**src/rtl/skt_pkg.sv**
```systemverilog
// ----------------------------------------------------------------------------
// skt_pkg
// Shared widths and codes for the sorted key table: request kinds, the response
// word, search modes, status codes and sequencer states.
// ----------------------------------------------------------------------------
package skt_pkg;

	localparam int KEY_PORT_W = 64;
	localparam int START_W    = 8;
	localparam int END_W      = 9;
	localparam int POS_W      = 10;
	localparam int COUNT_W    = 9;

	localparam logic KIND_INSERT = 1'b0;
	localparam logic KIND_SEARCH = 1'b1;

	localparam logic [2:0] MODE_EQ = 3'd0;
	localparam logic [2:0] MODE_LE = 3'd1;
	localparam logic [2:0] MODE_GE = 3'd2;
	localparam logic [2:0] MODE_LT = 3'd3;
	localparam logic [2:0] MODE_GT = 3'd4;

	localparam logic [1:0] STATUS_OK    = 2'd0;
	localparam logic [1:0] STATUS_FULL  = 2'd1;
	localparam logic [1:0] STATUS_MODE  = 2'd2;
	localparam logic [1:0] STATUS_RANGE = 2'd3;

	typedef struct packed {
		logic [POS_W-1:0]   position;
		logic [1:0]         status;
		logic [COUNT_W-1:0] entry_count;
	} rsp_word_t;

	typedef enum logic [3:0] {
		ST_IDLE,
		ST_CHECK,
		ST_LAST,
		ST_PROBE_RD,
		ST_PROBE_CMP,
		ST_SHIFT_PRIME,
		ST_SHIFT,
		ST_PUT,
		ST_DONE
	} state_t;

endpackage

```
**src/rtl/skt_req_if.sv**
```systemverilog
// ----------------------------------------------------------------------------
// skt_req_if
// Request channel: one word is an insert or a search item.
// ----------------------------------------------------------------------------
interface skt_req_if;
	logic                                valid;
	logic                                ready;
	logic                                kind;
	logic [skt_pkg::KEY_PORT_W-1:0]      key;
	logic [2:0]                          mode;
	logic [skt_pkg::START_W-1:0]         range_start;
	logic signed [skt_pkg::END_W-1:0]    range_end;

	modport source (output valid, kind, key, mode, range_start, range_end, input ready);
	modport sink (input valid, kind, key, mode, range_start, range_end, output ready);
endinterface

```
**src/rtl/skt_seq.sv**
```systemverilog
// ----------------------------------------------------------------------------
// skt_seq
// Sequencer for the key table: range checks, binary search probes through
// one shared key compare, entry shifting and the ordered write.
// ----------------------------------------------------------------------------
module skt_seq #(
	parameter int TABLE_DEPTH = 256,
	parameter int KEY_WIDTH = 64,
	localparam int AW = $clog2(TABLE_DEPTH),
	localparam int CW = $clog2(TABLE_DEPTH + 1),
	localparam int SW = ((CW > skt_pkg::END_W) ? CW : skt_pkg::END_W) + 1
) (
	input  logic                clk,
	input  logic                arst_n,
	skt_req_if.sink             req,
	output logic [AW-1:0]       rd_addr,
	input  logic [KEY_WIDTH-1:0] rd_data,
	output logic                wr_en,
	output logic [AW-1:0]       wr_addr,
	output logic [KEY_WIDTH-1:0] wr_data,
	output logic                res_valid,
	output skt_pkg::rsp_word_t  res_word,
	input  logic                res_ready
);

	localparam logic [CW-1:0] DEPTH_C = CW'(TABLE_DEPTH);
	localparam logic signed [SW-1:0] ONE_S = SW'(1);
	localparam logic signed [SW-1:0] NEG_ONE_S = {SW{1'b1}};

	skt_pkg::state_t state_q, state_d;

	logic                  kind_q;
	logic [KEY_WIDTH-1:0]  key_q;
	logic [2:0]            mode_q;
	logic signed [SW-1:0]  lo_q, hi_q, mid_q, pos_q;
	logic [1:0]            status_q;
	logic [CW-1:0]         idx_q;
	logic [CW-1:0]         count_q;
	logic                  count_inc;

	logic signed [SW-1:0]  count_s, last_s, hi_res, idx_s, mid_w, miss_pos, hit_pos;
	logic signed [SW:0]    sum_w;
	logic [CW-1:0]         cnt_m1, idx_m2;
	logic [CW+skt_pkg::COUNT_W-1:0] cnt_ext;
	logic                  is_full, is_empty, key_eq, key_gt;

	assign count_s  = {{(SW-CW){1'b0}}, count_q};
	assign last_s   = count_s - ONE_S;
	assign hi_res   = (hi_q == NEG_ONE_S) ? last_s : hi_q;
	assign idx_s    = {{(SW-CW){1'b0}}, idx_q};
	assign sum_w    = {lo_q[SW-1], lo_q} + {hi_q[SW-1], hi_q};
	assign mid_w    = sum_w[SW:1];
	assign cnt_m1   = count_q - 1'b1;
	assign idx_m2   = idx_q - CW'(2);
	assign cnt_ext  = {{skt_pkg::COUNT_W{1'b0}}, count_q};
	assign is_full  = (count_q >= DEPTH_C);
	assign is_empty = (count_q == '0);

	// shared key compare
	assign key_eq = (rd_data == key_q);
	assign key_gt = (rd_data > key_q);

	always_comb begin
		case (mode_q)
			skt_pkg::MODE_LE, skt_pkg::MODE_LT: miss_pos = hi_q;
			skt_pkg::MODE_GE, skt_pkg::MODE_GT: miss_pos = lo_q;
			default: miss_pos = NEG_ONE_S;
		endcase
	end

	always_comb begin
		case (mode_q)
			skt_pkg::MODE_LT: hit_pos = mid_q - ONE_S;
			skt_pkg::MODE_GT: hit_pos = mid_q + ONE_S;
			default: hit_pos = mid_q;
		endcase
	end

	// next state
	always_comb begin
		state_d = state_q;
		case (state_q)
			skt_pkg::ST_IDLE: begin
				if (req.valid) begin
					state_d = skt_pkg::ST_CHECK;
				end
			end
			skt_pkg::ST_CHECK: begin
				if (kind_q == skt_pkg::KIND_INSERT) begin
					if (is_full || is_empty) begin
						state_d = skt_pkg::ST_DONE;
					end else begin
						state_d = skt_pkg::ST_LAST;
					end
				end else if (mode_q > skt_pkg::MODE_GT || hi_res < lo_q ||
						hi_res >= count_s) begin
					state_d = skt_pkg::ST_DONE;
				end else begin
					state_d = skt_pkg::ST_PROBE_RD;
				end
			end
			skt_pkg::ST_LAST: begin
				state_d = key_gt ? skt_pkg::ST_PROBE_RD : skt_pkg::ST_DONE;
			end
			skt_pkg::ST_PROBE_RD: begin
				if (hi_q >= lo_q) begin
					state_d = skt_pkg::ST_PROBE_CMP;
				end else if (kind_q == skt_pkg::KIND_INSERT) begin
					state_d = skt_pkg::ST_SHIFT_PRIME;
				end else begin
					state_d = skt_pkg::ST_DONE;
				end
			end
			skt_pkg::ST_PROBE_CMP: begin
				if (!key_eq) begin
					state_d = skt_pkg::ST_PROBE_RD;
				end else if (kind_q == skt_pkg::KIND_INSERT) begin
					state_d = skt_pkg::ST_SHIFT_PRIME;
				end else begin
					state_d = skt_pkg::ST_DONE;
				end
			end
			skt_pkg::ST_SHIFT_PRIME: begin
				state_d = skt_pkg::ST_SHIFT;
			end
			skt_pkg::ST_SHIFT: begin
				if ((idx_s - ONE_S) == pos_q) begin
					state_d = skt_pkg::ST_PUT;
				end
			end
			skt_pkg::ST_PUT: begin
				state_d = skt_pkg::ST_DONE;
			end
			skt_pkg::ST_DONE: begin
				if (res_ready) begin
					state_d = skt_pkg::ST_IDLE;
				end
			end
			default: state_d = skt_pkg::ST_IDLE;
		endcase
	end

	// outputs
	always_comb begin
		req.ready = 1'b0;
		res_valid = 1'b0;
		rd_addr   = '0;
		wr_en     = 1'b0;
		wr_addr   = '0;
		wr_data   = key_q;
		count_inc = 1'b0;
		case (state_q)
			skt_pkg::ST_IDLE: begin
				req.ready = 1'b1;
			end
			skt_pkg::ST_CHECK: begin
				rd_addr = cnt_m1[AW-1:0];
				if (kind_q == skt_pkg::KIND_INSERT && is_empty) begin
					wr_en     = 1'b1;
					count_inc = 1'b1;
				end
			end
			skt_pkg::ST_LAST: begin
				if (!key_gt) begin
					wr_en     = 1'b1;
					wr_addr   = count_q[AW-1:0];
					count_inc = 1'b1;
				end
			end
			skt_pkg::ST_PROBE_RD: begin
				rd_addr = mid_w[AW-1:0];
			end
			skt_pkg::ST_SHIFT_PRIME: begin
				rd_addr = cnt_m1[AW-1:0];
			end
			skt_pkg::ST_SHIFT: begin
				wr_en   = 1'b1;
				wr_addr = idx_q[AW-1:0];
				wr_data = rd_data;
				rd_addr = idx_m2[AW-1:0];
			end
			skt_pkg::ST_PUT: begin
				wr_en     = 1'b1;
				wr_addr   = pos_q[AW-1:0];
				count_inc = 1'b1;
			end
			skt_pkg::ST_DONE: begin
				res_valid = 1'b1;
			end
			default: begin
			end
		endcase
	end

	always_ff @(posedge clk or negedge arst_n) begin
		if (!arst_n) begin
			state_q <= skt_pkg::ST_IDLE;
			count_q <= '0;
		end else begin
			state_q <= state_d;
			if (count_inc) begin
				count_q <= count_q + 1'b1;
			end
		end
	end

	always_ff @(posedge clk) begin
		case (state_q)
			skt_pkg::ST_IDLE: begin
				if (req.valid) begin
					kind_q   <= req.kind;
					key_q    <= req.key[KEY_WIDTH-1:0];
					mode_q   <= req.mode;
					lo_q     <= {{(SW-skt_pkg::START_W){1'b0}}, req.range_start};
					hi_q     <= {{(SW-skt_pkg::END_W){req.range_end[skt_pkg::END_W-1]}},
						req.range_end};
					pos_q    <= NEG_ONE_S;
					status_q <= skt_pkg::STATUS_OK;
				end
			end
			skt_pkg::ST_CHECK: begin
				if (kind_q == skt_pkg::KIND_INSERT) begin
					if (is_full) begin
						status_q <= skt_pkg::STATUS_FULL;
					end else if (is_empty) begin
						pos_q <= count_s;
					end
				end else if (mode_q > skt_pkg::MODE_GT) begin
					status_q <= skt_pkg::STATUS_MODE;
				end else if (hi_res < lo_q) begin
					pos_q <= NEG_ONE_S;
				end else if (hi_res >= count_s) begin
					status_q <= skt_pkg::STATUS_RANGE;
				end else begin
					hi_q <= hi_res;
				end
			end
			skt_pkg::ST_LAST: begin
				if (!key_gt) begin
					pos_q <= count_s;
				end else begin
					lo_q   <= '0;
					hi_q   <= last_s;
					mode_q <= skt_pkg::MODE_GE;
				end
			end
			skt_pkg::ST_PROBE_RD: begin
				if (hi_q >= lo_q) begin
					mid_q <= mid_w;
				end else begin
					pos_q <= miss_pos;
				end
			end
			skt_pkg::ST_PROBE_CMP: begin
				if (key_eq) begin
					pos_q <= hit_pos;
				end else if (key_gt) begin
					hi_q <= mid_q - ONE_S;
				end else begin
					lo_q <= mid_q + ONE_S;
				end
			end
			skt_pkg::ST_SHIFT_PRIME: begin
				idx_q <= count_q;
			end
			skt_pkg::ST_SHIFT: begin
				idx_q <= idx_q - 1'b1;
			end
			default: begin
			end
		endcase
	end

	assign res_word.position    = pos_q[skt_pkg::POS_W-1:0];
	assign res_word.status      = status_q;
	assign res_word.entry_count = cnt_ext[skt_pkg::COUNT_W-1:0];

endmodule

```
**src/flat_wrapper.sv**
```systemverilog
// flat-port wrapper written by rule: the top's interface ports become plain ports
module skt_seq_flat 
#(
	parameter int TABLE_DEPTH = 256,
	parameter int KEY_WIDTH = 64,
	localparam int AW = $clog2(TABLE_DEPTH),
	localparam int CW = $clog2(TABLE_DEPTH + 1),
	localparam int SW = ((CW > skt_pkg::END_W) ? CW : skt_pkg::END_W) + 1
)
  (clk, arst_n, rd_addr, rd_data, wr_en, wr_addr, wr_data, res_valid, res_word, res_ready, req_valid, req_kind, req_key, req_mode, req_range_start, req_range_end, req_ready);
  skt_req_if req_i ();
  input  logic clk;
  input  logic arst_n;
  output logic [AW-1:0] rd_addr;
  input  logic [KEY_WIDTH-1:0] rd_data;
  output logic wr_en;
  output logic [AW-1:0] wr_addr;
  output logic [KEY_WIDTH-1:0] wr_data;
  output logic res_valid;
  output skt_pkg::rsp_word_t res_word;
  input  logic res_ready;
  input wire logic [$bits(req_i.valid)-1:0] req_valid;
  input wire logic [$bits(req_i.kind)-1:0] req_kind;
  input wire logic [$bits(req_i.key)-1:0] req_key;
  input wire logic [$bits(req_i.mode)-1:0] req_mode;
  input wire logic [$bits(req_i.range_start)-1:0] req_range_start;
  input wire logic [$bits(req_i.range_end)-1:0] req_range_end;
  output wire logic [$bits(req_i.ready)-1:0] req_ready;
  assign req_i.valid = req_valid;
  assign req_i.kind = req_kind;
  assign req_i.key = req_key;
  assign req_i.mode = req_mode;
  assign req_i.range_start = req_range_start;
  assign req_i.range_end = req_range_end;
  assign req_ready = req_i.ready;
  skt_seq #(.TABLE_DEPTH(TABLE_DEPTH), .KEY_WIDTH(KEY_WIDTH)) u_core (.clk(clk), .arst_n(arst_n), .req(req_i), .rd_addr(rd_addr), .rd_data(rd_data), .wr_en(wr_en), .wr_addr(wr_addr), .wr_data(wr_data), .res_valid(res_valid), .res_word(res_word), .res_ready(res_ready));
endmodule
```
**config.mk**
```make
export PLATFORM = sky130hd
export DESIGN_NAME = skt_seq_flat
export DESIGN_NICKNAME = d
export VERILOG_FILES = /design/src/rtl/skt_pkg.sv /design/src/rtl/skt_req_if.sv /design/src/rtl/skt_seq.sv /design/src/flat_wrapper.sv
export SDC_FILE = /design/constraint.sdc
export NUM_CORES = 1
export LEC_CHECK = 0
export ABC_AREA = 1
export BUFFER_PORTS_ARGS = -buffer_cell sky130_fd_sc_hd__clkbuf_2
export CAP_MARGIN = 20
export CORE_UTILIZATION = 45
export DETAILED_ROUTE_END_ITERATION = 8
export HOLD_SLACK_MARGIN = 0.02
export PLACE_DENSITY = 0.79
export SETUP_SLACK_MARGIN = 0.2
export SLEW_MARGIN = 40
export SYNTH_ARGS = -nofsm -noshare
export SYNTH_HDL_FRONTEND = slang
export SYNTH_SLANG_ARGS = --single-unit
```
**constraint.sdc**
```tcl
create_clock -name clk -period 6.5 [get_ports clk]
set_input_delay 1.625 -clock clk [delete_from_list [all_inputs] [get_ports clk]]
set_output_delay 1.625 -clock clk [all_outputs]
set_load 0.01 [all_outputs]
```
Yosys cells after proc, flatten, opt, wreduce, memory -nomap -nowiden
Cells that the tools add are included.

storage, ports and cells
  register bits after elaboration = 132
  input port bits = 153
  output and inout bits = 104
  logic and storage cells = 146

cells by class
  add/sub/neg operators = 9
  $lt $le $gt $ge = 6
  equal/unequal tests = 36
  mux-type cells = 59
  bitwise operators = 1
  reduce and logical (&&, ||, !) cells = 24

operators by type and width
  kind                                                    count
  2-to-1 mux 10 bit                                       22
  equality test 64 bit                                    1
  > comparator 64 bit                                     1
  2-to-1 mux 64 bit                                       1
  one-hot mux 10 bit (5 select lines)                     1
  one-hot mux 8 bit (3 select lines)                      2
  2-to-1 mux 4 bit                                        10
  one-hot mux 10 bit (2 select lines)                     2
  one-hot mux 10 bit (4 select lines)                     1
  one-hot mux 4 bit (9 select lines)                      1
  one-hot mux 10 bit (3 select lines)                     1
  >= comparator 10 bit                                    2
  subtractor 9 x 1 -> 10 bit (second input constant)      2
  inequality test 2 bit (second input constant)           9
  one-hot mux 9 bit (2 select lines)                      1
  AND reduction 9 bit                                     2
  equality test 4 x 3 -> 1 bit (second input constant)    4
  2-to-1 mux 2 bit                                        6
  adder 10 x 10 -> 11 bit                                 1
  adder 10 x 2 -> 10 bit (second input constant)          1
  equality test 10 x 1 -> 1 bit (second input constant)   1
  equality test 10 bit                                    1
  less-than comparator 10 bit                             1
  inequality test 2 x 1 -> 1 bit (second input constant)  5
  36 further kinds                                        56

Depth between registers and ports, before layout
Gate-level depths: netlist of the first run.

  word-level depth = 8
  mapped depth = 21

Least setup slack after synthesis of the first run
OpenSTA, ideal clock, no wires.

  path kind = in2reg
  start point = input port req_valid
  end point = register u_core.key_q[0], enable pin
  library setup time = 488 ps
  arrival time = 4361 ps
  slack = 1651 ps
  stages on the path = 2
  path buffers = 0
  path through = inv_1 > nor2_1

between the ends
  cells in the longest elaborated chain, start to end = 1

ends and longest elaborated chain
  element                               RTL line            text
  start, declared                       flat_wrapper.sv:22  input wire logic [$bits(req_i.valid)-1:0] req_valid;
  AND reduction 2 bit (no source line)  --
  end signal, assigned                  skt_seq.sv:212      key_q <= req.key[KEY_WIDTH-1:0];
  end, declared                         skt_seq.sv:33       logic [KEY_WIDTH-1:0] key_q;

No other way between the ends.
A chain may end at the register's enable or synchronous reset.

Final worst setup path of the first run
  start point = input port rd_data[63]
  end point = output port wr_addr[0]

between the ends
  cells in the longest elaborated chain, start to end = 3

ends and longest elaborated chain
  element                             RTL line            text
  start, declared                     flat_wrapper.sv:15  input logic [KEY_WIDTH-1:0] rd_data;
  > comparator 64 bit                 skt_seq.sv:61       assign key_gt = (rd_data > key_q);
  2-to-1 mux 8 bit                    skt_seq.sv:164      if (!key_gt) begin
  one-hot mux 8 bit (3 select lines)  skt_seq.sv:152      case (state_q)
  end, declared                       flat_wrapper.sv:17  output logic [AW-1:0] wr_addr;

No other way between the ends.

==> flow_summary.toml, run 1 <==
[outcome]
status = "completed"

[clock_network]
cts_resized = 0
clk_latency_ps = 430
clock_path_buffers = 2
cts_hold_buf = 0
cts_made_buffers = 17
cts-root-buf = "clkbuf_16"
path_clk_slew_ps = 60
h-tree-depth = 4
cts_tree = "done"
postCtsSetupBuffers = 0
cts.sink_count = 132

[timing]
maxSlewHeadroom = 0.428
rsz0062_at_grt = "no"
hold_viol_final = 0
min_period_ps = 5180
whs_ps = 676
setup_tns_ps = 0
max_slew.worst_pin.slew_ps = 854
fmax_ghz = 0.193
drv_slew = 0
min_period_over_period = 0.797
setup_viol = 0
skew_ps = 12.1

[synthesis]
synth_top_flop_cell = "edfxtp_1"
ys_seq_elements = 132
yosysMostFrequentCell = "nand2_1"
async_flop_share = 0.0985
synth_cell_types = 56
synth_cells = 1267
synth_area_um2 = 10300
synth_top_area_frac = 0.348
yosysSeqAreaShare = 0.379
synth.avg_cell_area_um2 = 8.11
synth_fp_nets = 1530
ys.warnings.count = 0
synth_area_leader_cell = "edfxtp_1"
synth_edf_count = 119
synth_top_cells_by_count = "nand2_1, inv_1, edfxtp_1"
ys_top_cells_by_area = "edfxtp_1, ha_1, nand2_1, inv_1, o21ai_0"

[layout]
layout-drive-gt1-share = 0.227
area_delta_synth_final_pct = 21.1
utilization = 0.563
nets = 1780
fill_cells = 2043
n_antenna_cell = 0
fin_area_um2 = 12400

[run]
cap_viol_max_count = 0

[routing]
vias = 9811
wl_um = 32400
vias_per_cell = 5.42
drtPass1Iterations = 7
drc = 0
antenna_left = 0
drt_iter0_drc = 976
wire_per_inst_um = 17.9

[global_route]
grt_pass1_vias = 9223
grt-ovfl-total = 0
grt.busiest_layer = "met2"
grt.met3_usage = 0.0408
use_met2 = 0.456
grt_first_pass_wirelength_um = 49900
grt_max_degree = 123
grt_usage = 0.278
antenna_found_initial = 0
grt_use_met1 = 0.370

[critical_path]
crit_type = "input pin to primary output"
rr_worst_depth = 19
arrival_ps = 3550
cp_data_required_time_ps = 4880
critPathLaunchType = "input pin"
critPathMaxFanout = 12
crit_slowest_cell = "ha_1"
critPathCaptureType = "primary output"
critPathMaxStageDelay_ps = 290
path_common_cell = "nand2_1"
worstPathCellList = "clkbuf_2, ha_1, nand2_1, nor2_1, nand2_1, nor2_1, nand2_1, nor2_4, inv_2, nand2_4, nand2_4, o211ai_1, clkbuf_2"

[place]
globalplace.congestion = 0.960
portBuffers = 256
dp_hpwl_um = 26100
placed_area_um2 = 11800

[power_and_ir_drop]
ir_drop_uv = 222
p_leak_uw = 0.00589
p_per_area_nw_per_um2 = 427

[floorplanning]
initial_utilization = 0.465
die_x_um = 153
die_h_um = 153
die_area_um2 = 23400
ios = 257
coreArea_um2 = 22100
rows = 54

[worst_hold_path]
holdPathStages = 3
hold_path.class = "flop to flop"
==> state kept, by name, summed over array words and instances (netlist names) <==
name             flops
u_core.kind_q        1
u_core.idx_q         9
u_core.status_q      2
u_core.key_q        64
u_core.pos_q        10
u_core.count_q       9
u_core.mid_q        10
u_core.mode_q        3
u_core.state_q       4
u_core.lo_q         10
u_core.hi_q         10
==> power by group <==
group | switching, µW | leakage, µW | internal, µW | total, µW
Clock | 391 | 0.000296 | 637 | 1030
Sequential | 228 | 0.00129 | 1330 | 1550
Combinational | 1820 | 0.00430 | 901 | 2730
==> layer usage <==
metal | wire [µm] | up-vias
met5 | 0 | -
met4 | 912 | 0
met1 | 13900 | 4509
met3 | 2460 | 59
met2 | 15100 | 442
li1 | - | 4801
==> area by class of cell <==
type / count / area [µm²] / share of cell area
Inverter: 189 / 718 / 0.0577
Timing Repair Buffer: 263 / 1350 / 0.108
Clock inverter: 14 / 184 / 0.0148
Clock buffer: 17 / 425 / 0.0342
Tap cell: 280 / 350 / 0.0282
Sequential cell: 132 / 3900 / 0.313
Multi-Input combinational cell: 914 / 5520 / 0.444
==> final timing paths <==
| kind | start | to | slack, ps |
|---|---|---|---|
| max in group asynchronous | arst_n | u_core.state_q[0] | 5130 |
| min in group asynchronous | arst_n | u_core.count_q[3] | 1090 |
| min reg2reg | u_core.count_q[6] | u_core.count_q[6] | 680 |
| min | u_core.count_q[6] | u_core.count_q[6] | 680 |
| max | rd_data[63] | wr_addr[0] | 1320 |
| max reg2reg | u_core.count_q[0] | u_core.hi_q[6] | 2490 |
==> layout by cell type (no fill, tap or decap), types with 17 or more instances in the layout <==
cell type | synthesis | layout
nand4_1 | 20 | 20
a21oi_1 | 57 | 56
clkbuf_2 | 0 | 256
o211ai_1 | 20 | 20
nand2_1 | 313 | 313
o21ai_0 | 95 | 95
edfxtp_1 | 119 | 119
nor2_1 | 87 | 84
inv_1 | 174 | 174
clkbuf_16 | 0 | 17
ha_1 | 109 | 109
xor2_1 | 36 | 36
nand3_1 | 49 | 49
==> cell families after synthesis <==
logic type | synth area share
flip-flops | 0.379
XOR/XNOR | 0.0375
AO/OA/AOI/OAI | 0.146
AND/OR/NAND/NOR | 0.217
adder cells (fa/ha/maj) | 0.135
buffers and inverters | 0.0857
==> through the flow <==
stage	worst slack, ps	power [µW]	instances
detailed placement	1320	4210	1777
global route	1140	5650	1809
finish	1320	5310	1809
CTS	1320	5250	1808
floorplan	1650	3280	1267
global placement	1350	4150	1777
==> worst max-delay path: cells and delay by family <==
family	cells	cell delay, ps
adder cells (fa/ha/maj)	1	290
AO/OA/AOI/OAI	1	240
buffers and inverters	3	340
AND/OR/NAND/NOR	8	1060
Note: power is estimated with default switching activity, not from simulation.
==> inputs of run 2 (changes only) <==
--- a/config.mk
+++ b/config.mk
@@ -11,7 +11,7 @@
 export CORE_UTILIZATION = 45
 export DETAILED_ROUTE_END_ITERATION = 8
 export HOLD_SLACK_MARGIN = 0.02
-export PLACE_DENSITY = 0.79
+export PLACE_DENSITY = 0.82
 export SETUP_SLACK_MARGIN = 0.2
 export SLEW_MARGIN = 40
 export SYNTH_ARGS = -nofsm -noshare
==> constraint.sdc (replaced) <==
create_clock -name clk -period 4.6 [get_ports clk]
set_input_delay 1.15 -clock clk [delete_from_list [all_inputs] [get_ports clk]]
set_output_delay 1.15 -clock clk [all_outputs]
set_load 0.01 [all_outputs]
==> flow_summary.toml, run 2 (synthesis gave the netlist of run 1 again) <==
[clock_network]
path_clk_slew_ps = 60
cts_tree = "done"
cts.sink_count = 132
h-tree-depth = 4
clk_latency_ps = 430
cts_made_buffers = 17
postCtsSetupBuffers = 0
cts_hold_buf = 0
clock_path_buffers = 2
cts-root-buf = "clkbuf_16"

[timing]
drv_slew = 0
max_slew.worst_pin.slew_ps = 739
setup_viol = 0
maxSlewHeadroom = 0.507
min_period_ps = 4290
hold_viol_final = 0
fmax_ghz = 0.233
skew_ps = 13.2
rsz0062_at_grt = "no"
min_period_over_period = 0.932
setup_tns_ps = 0

[floorplanning]
ios = 257
coreArea_um2 = 22100
die_area_um2 = 23400
rows = 54
die_x_um = 153
initial_utilization = 0.465
die_h_um = 153

[place]
dp_hpwl_um = 26100
place_inst = 1783
portBuffers = 256
globalplace.congestion = 0.993

[global_route]
grt_max_degree = 97
grt-ovfl-total = 0
grt_usage = 0.279
grt_pass1_vias = 9575
grt_first_pass_wirelength_um = 50700
antenna_found_initial = 0

[routing]
drc = 0
vias = 9956
antenna_left = 0
wire_per_inst_um = 17.8
vias_per_cell = 5.48
drt_iter0_drc = 901
wl_um = 32400
drtPass1Iterations = 5

[critical_path]
rr_worst_depth = 20
critPathCaptureType = "primary output"
critPathMaxFanout = 5
arrival_ps = 3140
crit_type = "flop to primary output"
cp_data_required_time_ps = 3450
critPathLaunchType = "flop"

[run]
cap_viol_max_count = 0

[power_and_ir_drop]
p_seq_frac = 0.290
p_per_area_nw_per_um2 = 604
power.internal_uw = 4110
combPwrFrac = 0.515
p_leak_uw = 0.00594
power_frac_clock = 0.195
p_sw_frac = 0.459
ir_drop_uv = 351
switchingPower_uw = 3480

[layout]
mostFrequentLayoutCells = "nand2_1, clkbuf_2, inv_1"
regMostFlops = "u_core.key_q"
nets = 1786
multiInputGateArea_um2 = 5540
n_antenna_cell = 0
largest_register_ffs = 64
layout_commonest_cell = "nand2_1"
area_delta_synth_final_pct = 22.3
stdcell_count = 1816
fill_cells = 1996
regArea_um2 = 3900
layout-drive-gt1-share = 0.235

[outcome]
status = "completed"

[worst_hold_path]
hold_path.class = "input pin to async pin"
-- run 2: cell count changes in the layout (fill, tap and decap cells not counted), moves of 2 or more --
| cell | before | now |
|---|---|---|
| clkinv_2 | 3 | 1 |
| buf_12 | 0 | 2 |
| nor2_2 | 9 | 12 |
| nor2_1 | 84 | 81 |
| buf_4 | 5 | 8 |
| clkinv_1 | 6 | 4 |
| clkinv_4 | 3 | 6 |
-- run 2: power groups by stage --
stage	Clock [µW]	Sequential [µW]	Combinational [µW]
floorplan	0	2130	2500
global placement	0	2200	3670
detailed placement	0	2210	3780
CTS	1500	2190	3820
global route	1540	2230	4300
finish	1480	2200	3910
-- run 2: metal layers --
metal / up-vias / wire length, µm / track usage / part of all wire
li1: 4815 / - / - / -
met1: 4585 / 13800 / 0.373 / 0.43
met2: 490 / 15000 / 0.451 / 0.46
met3: 66 / 2630 / 0.0434 / 0.081
met4: 0 / 976 / 0.113 / 0.030
met5: - / 0 / 0 / 0
-- run 2: stage by stage --
stage               total power [µW]  utilization  hold slack (ps)  instance area, µm²  worst slack [ps]
floorplan                       4630            -              574               10300               226
CTS                             7500        0.568              625               12500               269
detailed placement              5990        0.539              624               11900               284
global route                    8080        0.569              642               12600               207
global placement                5880        0.537              599               11900               335
finish                          7590        0.569              616               12600               314
-- run 2: critical path: stages, from the launching register on --
cell	delay (ps)
edfxtp_1	480
ha_1	310
fa_1	420
nand3_1	100
nand2_1	80
a21oi_1	160
o21ai_1	110
nand2_1	70
nand2_1	40
a21oi_1	170
inv_1	70
nand2_1	80
nand2_1	160
o21bai_1	270
clkbuf_2	180
-- run 2: final timing paths --
| kind | slack [ps] | from | endpoint |
|---|---|---|---|
| max in group asynchronous | 3720 | arst_n | u_core.state_q[0] |
| min in group clk | 630 | u_core.count_q[5] | u_core.count_q[5] |
| min reg2reg | 630 | u_core.count_q[5] | u_core.count_q[5] |
| min | 620 | arst_n | u_core.count_q[5] |
| max reg2reg | 700 | u_core.count_q[0] | u_core.hi_q[4] |
| max | 310 | u_core.hi_q[0] | rd_addr[7] |
-- run 2: timing repair --
item	4_1_cts	5_1_grt
hold endpoints to repair	0	0
endpoints found under the setup margin	0	11
resized for setup	0	6
-- run 2: area by class of cell --
| type | count | share of cell area |
|---|---|---|
| clock inverter | 14 | 0.0160 |
| multi-input combinational | 914 | 0.441 |
| tap | 280 | 0.0279 |
| inverter | 189 | 0.0572 |
| clock buffer | 18 | 0.0342 |
| sequential | 132 | 0.310 |
| timing repair buffer | 269 | 0.114 |
